**config.mk**
```make
export PLATFORM = sky130hd
export DESIGN_NAME = xdbt_lzc
export DESIGN_NICKNAME = d
export VERILOG_FILES = /design/src/hdl/xdbt_lzc.sv
export SDC_FILE = /design/constraint.sdc
export NUM_CORES = 1
export LEC_CHECK = 0
export BUFFER_PORTS_ARGS = -buffer_cell sky130_fd_sc_hd__buf_2
export CAP_MARGIN = 20
export CORE_MARGIN = 2
export CORE_UTILIZATION = 48
export CTS_BUF_LIST = sky130_fd_sc_hd__clkbuf_8
export DETAILED_ROUTE_END_ITERATION = 10
export MAX_ROUTING_LAYER = met4
export PLACE_DENSITY = 0.72
export SETUP_SLACK_MARGIN = 0.1
export SYNTH_ARGS = -nofsm -noshare
export SYNTH_HDL_FRONTEND = slang
export SYNTH_SLANG_ARGS = --single-unit
```
**constraint.sdc**
```tcl
create_clock -name clk -period 6.9 [get_ports clk]
set_input_delay 0 -clock clk [delete_from_list [all_inputs] [get_ports clk]]
set_output_delay 0 -clock clk [all_outputs]
set_load 0.05 [all_outputs]
```
**src/hdl/xdbt_lzc.sv**
```systemverilog
`timescale 1ns / 1ps
// Iterative leading-zero counter: examines 8 bits per cycle from the top.
module xdbt_lzc #(
    parameter int ID_BITS = 64
) (
    input  logic                       clk,
    input  logic                       rst_n,
    input  logic                       start,
    input  logic [ID_BITS-1:0]         distance,
    output logic                       done,
    output logic [$clog2(ID_BITS)-1:0] zeros
);
    localparam int IW    = $clog2(ID_BITS);
    localparam int CHUNK = 8;
    localparam int STEPS = (ID_BITS + CHUNK - 1) / CHUNK;
    localparam int PW    = STEPS * CHUNK;
    localparam int CW    = $clog2(STEPS + 1);
    localparam int ZW    = $clog2(PW + 1);

    logic [PW-1:0]  shv_reg, shv_next;
    logic [CW-1:0]  cnt_reg, cnt_next;
    logic [ZW-1:0]  z_reg, z_next;
    logic           busy_reg, busy_next;
    logic           hit_reg, hit_next;
    logic [3:0]     lead;
    logic           found;

    // leading zeros within the top byte
    always_comb
    begin
        lead  = 4'd8;
        found = 1'b0;
        for (int i = 0; i < CHUNK; i++)
        begin
            if (!found && shv_reg[PW-1-i])
            begin
                lead  = 4'(i);
                found = 1'b1;
            end
        end
    end

    always_comb
    begin
        shv_next  = shv_reg;
        cnt_next  = cnt_reg;
        z_next    = z_reg;
        busy_next = busy_reg;
        hit_next  = hit_reg;
        if (start)
        begin
            shv_next  = {distance, {(PW-ID_BITS){1'b0}}};
            cnt_next  = '0;
            z_next    = '0;
            busy_next = 1'b1;
            hit_next  = 1'b0;
        end
        else if (busy_reg)
        begin
            if (!hit_reg)
            begin
                z_next = z_reg + ZW'(lead);
                if (found)
                    hit_next = 1'b1;
            end
            shv_next = shv_reg << CHUNK;
            cnt_next = cnt_reg + 1'b1;
            if (cnt_reg == CW'(STEPS - 1))
                busy_next = 1'b0;
        end
    end

    always_ff @(posedge clk or negedge rst_n)
    begin
        if (!rst_n)
        begin
            busy_reg <= 1'b0;
            hit_reg  <= 1'b0;
            cnt_reg  <= '0;
            z_reg    <= '0;
        end
        else
        begin
            busy_reg <= busy_next;
            hit_reg  <= hit_next;
            cnt_reg  <= cnt_next;
            z_reg    <= z_next;
        end
    end

    always_ff @(posedge clk)
    begin
        shv_reg <= shv_next;
    end

    logic busy_d_reg;
    always_ff @(posedge clk or negedge rst_n)
    begin
        if (!rst_n)
            busy_d_reg <= 1'b0;
        else
            busy_d_reg <= busy_reg;
    end

    assign done  = busy_d_reg && !busy_reg;
    // zero distance counts as all zeros: clamp to last bucket
    assign zeros = (z_reg >= ZW'(ID_BITS)) ? IW'(ID_BITS - 1) : z_reg[IW-1:0];

endmodule

```
## Word-level counts from Yosys, hierarchy flattened

Cells that the tools add are included.

- Reductions and logical operators: 18
- Mux-type cells: 31
- Add/subtract/negate cells: 2
- Eq/ne operators: 2
- $lt $le $gt $ge: 1

Operators with widths:

| kind | count |
|---|---|
| 64-bit two-way mux | 2 |
| 4-bit two-way mux | 10 |
| 7-bit two-way mux | 3 |
| 1-bit two-way mux | 15 |
| 1-bit logical AND | 8 |
| 1-bit logical NOT | 8 |
| 7-bit by 4-bit adder with 7-bit output | 1 |
| 7-bit greater-or-equal comparator, second input constant | 1 |
| 6-bit two-way mux | 1 |
| 4-bit by 1-bit adder with 4-bit output, second input constant | 1 |
| 4-bit by 3-bit == test with 1-bit output, second input constant | 1 |
| 2-bit inequality test, second input constant | 1 |
| 2-bit AND reduction | 1 |
| 2-bit nonzero test | 1 |

- Bits in registers: 78
- Output and inout bits: 7
- Word-level logic and storage cells: 60

## Logic depth before layout (Yosys ltp)

- Word-level depth: 26
- Mapped depth: 11
- Depth with buffers taken out: 11

## Least setup slack after synthesis

Ideal clock, no wire load.

- Path kind: reg2reg
- Start: register shv_reg[62]
- End: register z_reg[6]
- Required time: 6.780 ns
- Setup slack: 4.391 ns
- Path buffers: 0
- Period minus slack after synthesis: 2.509 ns
- Cell stages (with the launch flop): 11
- Arrival time: 2.390 ns
- Cell sequence: edfxtp_1 -> nor4_1 -> nand2_1 -> o32ai_1 -> ha_1 -> inv_1 -> fa_1 -> nand2b_1 -> a2111oi_4 -> xnor2_1 -> nor2_2

- Cells in the longest elaborated chain, start to end: 24

Ends and longest elaborated chain:

| item | line | RTL |
|---|---|---|
| from (decl) | 20 | `logic [PW-1:0] shv_reg, shv_next;` |
| from (signal assigned) | 93 | `shv_reg <= shv_next;` |
| 1-bit logical AND (*) | 35 | `if (!found && shv_reg[PW-1-i])` |
| 1-bit two-way mux | 35 |  |
| 1-bit logical NOT | 35 |  |
| 1-bit logical AND | 35 |  |
| 1-bit two-way mux | 35 |  |
| 1-bit logical NOT | 35 |  |
| 1-bit logical AND | 35 |  |
| 1-bit two-way mux | 35 |  |
| [8 not listed] | n/a |  |
| 1-bit two-way mux | 35 |  |
| 1-bit logical NOT | 35 |  |
| 1-bit logical AND | 35 |  |
| 4-bit two-way mux (*) | 35 |  |
| 7-bit by 4-bit adder with 7-bit output (*) | 62 | `z_next = z_reg + ZW'(lead);` |
| 7-bit two-way mux (*) | 60 | `if (!hit_reg)` |
| 7-bit two-way mux (*) | 58 | `else if (busy_reg)` |
| 7-bit two-way mux (*) | 50 | `if (start)` |
| to (signal assigned) | 87 | `z_reg <= z_next;` |
| to (decl) | 22 | `logic [ZW-1:0] z_reg, z_next;` |

Mark *: on every way between the ends. The rest lies on a longest branch, timed or not. The select of a mux whose other input is x is not followed.
A chain may end at the register's enable or synchronous reset.

## Worst setup path after layout

- Start: register shv_reg[63]
- End: register z_reg[6]

- Cells in the longest elaborated chain, start to end: 26

Ends and longest elaborated chain:

| item | line |
|---|---|
| 1-bit two-way mux | 35 |
| 1-bit logical NOT | 35 |
| 1-bit logical AND | 35 |
| 1-bit two-way mux | 35 |
| 1-bit logical NOT | 35 |
| 1-bit logical AND | 35 |
| 1-bit two-way mux | 35 |
| 1-bit logical NOT | 35 |
| [10 not listed] | n/a |
| 1-bit two-way mux | 35 |
| 1-bit logical NOT | 35 |
| 1-bit logical AND | 35 |
| 4-bit two-way mux (*) | 35 |
| 7-bit by 4-bit adder with 7-bit output (*) | 62 |
| 7-bit two-way mux (*) | 60 |
| 7-bit two-way mux (*) | 58 |
| 7-bit two-way mux (*) | 50 |

Marked as above.

==> flow_summary.yaml <==
run_status:
  status: "finished clean"
sta:
  grt_setup_unrepaired: "false"
  relSlewSlack_pct: 47.29
  skew_ns: 0.01108
  final_max_slew_viol_count: 0
  timing.final.hold_violations: 0
  timing.setup.tns_ns: 0
  finalWorstPathRequiredPeriod_ns: 2.883
  layout_setup_ws_ns: 4.017
  min_period_over_period_pct: 41.78
  hold_ws_ns: 0.1148
  timing_worst_slew_pin_value_ns: 0.7907
  finalSetupViolations: 0
  max_freq_mhz: 346.9
route:
  avg_wl_per_cell_um: 14.01
  avgViaCountPerCell: 4.810
  first_pass_iters: 4
  vias: 2309
  postRouteAntennaNets: 0
  post_detailed_route_drc_marker_count: 0
  finalWirelength_um: 6724
  initialDrtViolationCount: 118
global_route:
  first_pass_grt_wire_length_um: 11270
  grt_overflow_total: 0
  via_count_of_the_first_global_routing_pass: 2456
  grt_max_degree: 65
  antenna_violations_before_repair: 0
  globalRouteTotalUtil_pct: 18.12
power:
  combinationalPowerShare_pct: 12.4
  internal-power_w: 0.0008010
  switching_power_summed_over_all_nets_w: 0.0002306
  power.static_leakage_nw: 2.027
  switching_share_pct: 22.35
  seqPwrFrac_pct: 55.3
  pwr_density_cell_mw_per_mm2: 212.3
  clock_power_share_pct: 32.3
  vdd_ir_drop_max_uv: 172.9
synth:
  synth_mux_area_share_pct: 17.98
  netlist_instances: 235
  synth_top_family_by_area: "multiplexers"
  synth_fa_ha_area_share_pct: 2.669
  synth_nets: 309
  avgSynthCellArea_um2: 15.16
  synth.yosys.seq_area_share_pct: 63.79
  ys_seq_elements: 78
  leading_register_cell_type_out_of_synthesis: "sky130_fd_sc_hd__edfxtp_1"
  synth_compound_area_share_pct: 3.793
  xor_and_xnor_fraction_of_the_mapped_netlist_area_pct: 1.229
  synth_simple_gate_area_share_pct: 8.289
  yosysWarningCount: 0
  synth.distinct_cells: 35
  netlist_area_mm2: 0.003562
  postSynth.asyncResetShare_pct: 17.95
  synth_enable_flop_cells: 64
layout:
  final_net_count: 450
  postLayoutCoreUtil_pct: 67.36
  multi_input_comb_area_mm2: 0.001210
  post_route_cells_drive_above_1_share_pct: 41.21
  largest_register_ffs: 64
  areaGrowthSynthToFinish_pct: 36.42
  nFillCells: 551
  register_area_mm2: 0.002272
  num_antenna_cells: 0
  fin_cells: 480
clock_tree:
  clock_sink_count: 78
  post_cts_resized: 0
  clock_tree.buffer_depth: 2
  clk_pin_slew_ns: 0.08
  post-cts-setup-buffers: 0
  cts-buffers-inserted: 9
  hold_buf_count_cts: 65
  htree_num_levels: 3
  cts_tree: "built"
  cts.root.buffer_cell: "sky130_fd_sc_hd__clkbuf_8"
  worst_skew_late_latency_ns: 0.34
place:
  dp_worst_setup_slack_ns: 4.035
  port-buffer-count: 73
  dp.cells: 399
  dp_hpwl_um: 3930
  gpl.final_weighted_congestion: 0.8405
worst_setup_path:
  r2r_slack_ns: 4.02
  crit_path_end_kind: "flop"
  path_max_fanout: 3
  ff2ff_path_depth: 10
  rr_endpoint: "z_reg[6]"
  critPathArrivalTime_ns: 3.10
  cp_data_required_time_ns: 7.11
  setup.worst_path.class: "reg2reg"
  worst_r2r_startpoint: "shv_reg[63]"
  worstSetupStartpointType: "flop"
die:
  die_width_um: 90.15
  floorplan.io_pins: 74
  rows: 31
  start_util_pct: 49.38
  die_h_um: 90.15
  die_area_mm2: 0.008126
  design.core.area_mm2: 0.007214
run:
  drv.max_cap_violation_count: 0
hold_path:
  holdCritPathClass: "in2async"
==> cells in the mapped netlist (4+ instances only) <==
cell,instances,area share [%]
sky130_fd_sc_hd__inv_1,7,0.74
sky130_fd_sc_hd__dfrtp_1,14,9.8
sky130_fd_sc_hd__buf_2,7,0.98
sky130_fd_sc_hd__or2_2,7,1.2
sky130_fd_sc_hd__nand2_1,7,0.74
sky130_fd_sc_hd__a21oi_1,5,0.70
sky130_fd_sc_hd__ha_1,6,2.1
sky130_fd_sc_hd__mux2_2,56,18
sky130_fd_sc_hd__nand2b_1,4,0.70
sky130_fd_sc_hd__nor2_1,16,1.7
sky130_fd_sc_hd__and2_1,8,1.4
sky130_fd_sc_hd__edfxtp_1,64,54
==> layer usage <==
metal / track usage [%] / share of wire (%)
met5: - / 0
met4: 6.667 / 1.9
met3: 4.443 / 4.4
met2: 30.33 / 52
met1: 21.35 / 42
==> power groups by stage <==
stage | Sequential (W) | Clock (W) | Combinational (W)
2_1_floorplan | 0.000575 | 0 | 0.0000688
3_3_place_gp | 0.000577 | 0 | 0.0000959
3_5_place_dp | 0.000580 | 0 | 0.0000989
4_1_cts | 0.000570 | 0.000344 | 0.000128
5_1_grt | 0.000575 | 0.000367 | 0.000141
6_report | 0.000570 | 0.000333 | 0.000128
==> metrics by stage <==
| stage | total power, W | cell area [µm²] |
|---|---|---|
| finish | 0.001032 | 4860 |
| detailed placement | 0.0006791 | 4013 |
| floorplan | 0.0006438 | 3562 |
| global route | 0.001083 | 4860 |
| CTS | 0.001041 | 4860 |
| global placement | 0.0006733 | 4013 |
==> cells in the final DEF (no fill, tap or decap), types with 2 or more instances in the layout <==
cell | Yosys | routed
sky130_fd_sc_hd__buf_2 | 7 | 73
sky130_fd_sc_hd__dlygate4sd3_1 | 0 | 65
sky130_fd_sc_hd__edfxtp_1 | 64 | 64
sky130_fd_sc_hd__mux2_2 | 56 | 56
sky130_fd_sc_hd__nor2_1 | 16 | 16
sky130_fd_sc_hd__dfrtp_1 | 14 | 14
sky130_fd_sc_hd__clkbuf_8 | 0 | 9
sky130_fd_sc_hd__and2_1 | 8 | 8
sky130_fd_sc_hd__inv_1 | 7 | 7
sky130_fd_sc_hd__nand2_1 | 7 | 7
sky130_fd_sc_hd__or2_2 | 7 | 7
sky130_fd_sc_hd__ha_1 | 6 | 6
sky130_fd_sc_hd__a21oi_1 | 5 | 5
sky130_fd_sc_hd__nand2b_1 | 4 | 4
sky130_fd_sc_hd__nor2b_1 | 3 | 3
sky130_fd_sc_hd__o21ai_0 | 3 | 3
sky130_fd_sc_hd__a211oi_1 | 3 | 3
sky130_fd_sc_hd__xnor2_1 | 3 | 3
sky130_fd_sc_hd__nor4_1 | 2 | 2
sky130_fd_sc_hd__xor2_1 | 2 | 2
sky130_fd_sc_hd__clkinv_4 | 0 | 2
sky130_fd_sc_hd__buf_4 | 0 | 2
==> final cells by class <==
| type | instances | share of cell area (%) |
|---|---|---|
| well taps | 99 | 2.549 |
| clock inverters | 7 | 1.493 |
| clock buffers | 9 | 2.549 |
| multi-input cells | 140 | 24.90 |
| inverters | 7 | 0.5407 |
| repair buffers | 140 | 21.22 |
| flip-flops and latches | 78 | 46.76 |
==> how the worst max path moves through the flow <==
stage | start | end | slack, ns | depth (start not counted)
after CTS | shv_reg[62] | z_reg[6] | 4.02 | 10
final | shv_reg[63] | z_reg[6] | 4.02 | 10
after global placement | shv_reg[62] | z_reg[6] | 4.24 | 10
after detailed placement | shv_reg[62] | z_reg[6] | 4.03 | 10
after global routing | shv_reg[62] | z_reg[6] | 3.82 | 10
after floorplan | shv_reg[62] | z_reg[6] | 4.39 | 10
==> critical path: stages, from the launching register on <==
cell and delay [ns]:
sky130_fd_sc_hd__edfxtp_1 0.43, sky130_fd_sc_hd__nor4_1 0.42, sky130_fd_sc_hd__nand2_1 0.10, sky130_fd_sc_hd__o32ai_1 0.34, sky130_fd_sc_hd__ha_1 0.26, sky130_fd_sc_hd__inv_1 0.06
sky130_fd_sc_hd__fa_1 0.37, sky130_fd_sc_hd__nand2b_1 0.22, sky130_fd_sc_hd__a2111oi_4 0.33, sky130_fd_sc_hd__xnor2_1 0.18, sky130_fd_sc_hd__nor2_2 0.04
==> logic make-up after synthesis <==
| group | after synthesis |
|---|---|
| AOI/OAI and AO/OA | 17 |
| xor gates and xnor gates | 5 |
| adders and majority gates | 7 |
| buffers and inverters | 17 |
| DFF | 78 |
| muxes | 57 |
| and+or+nand+nor | 54 |
(Power assumes the default switching activity.)
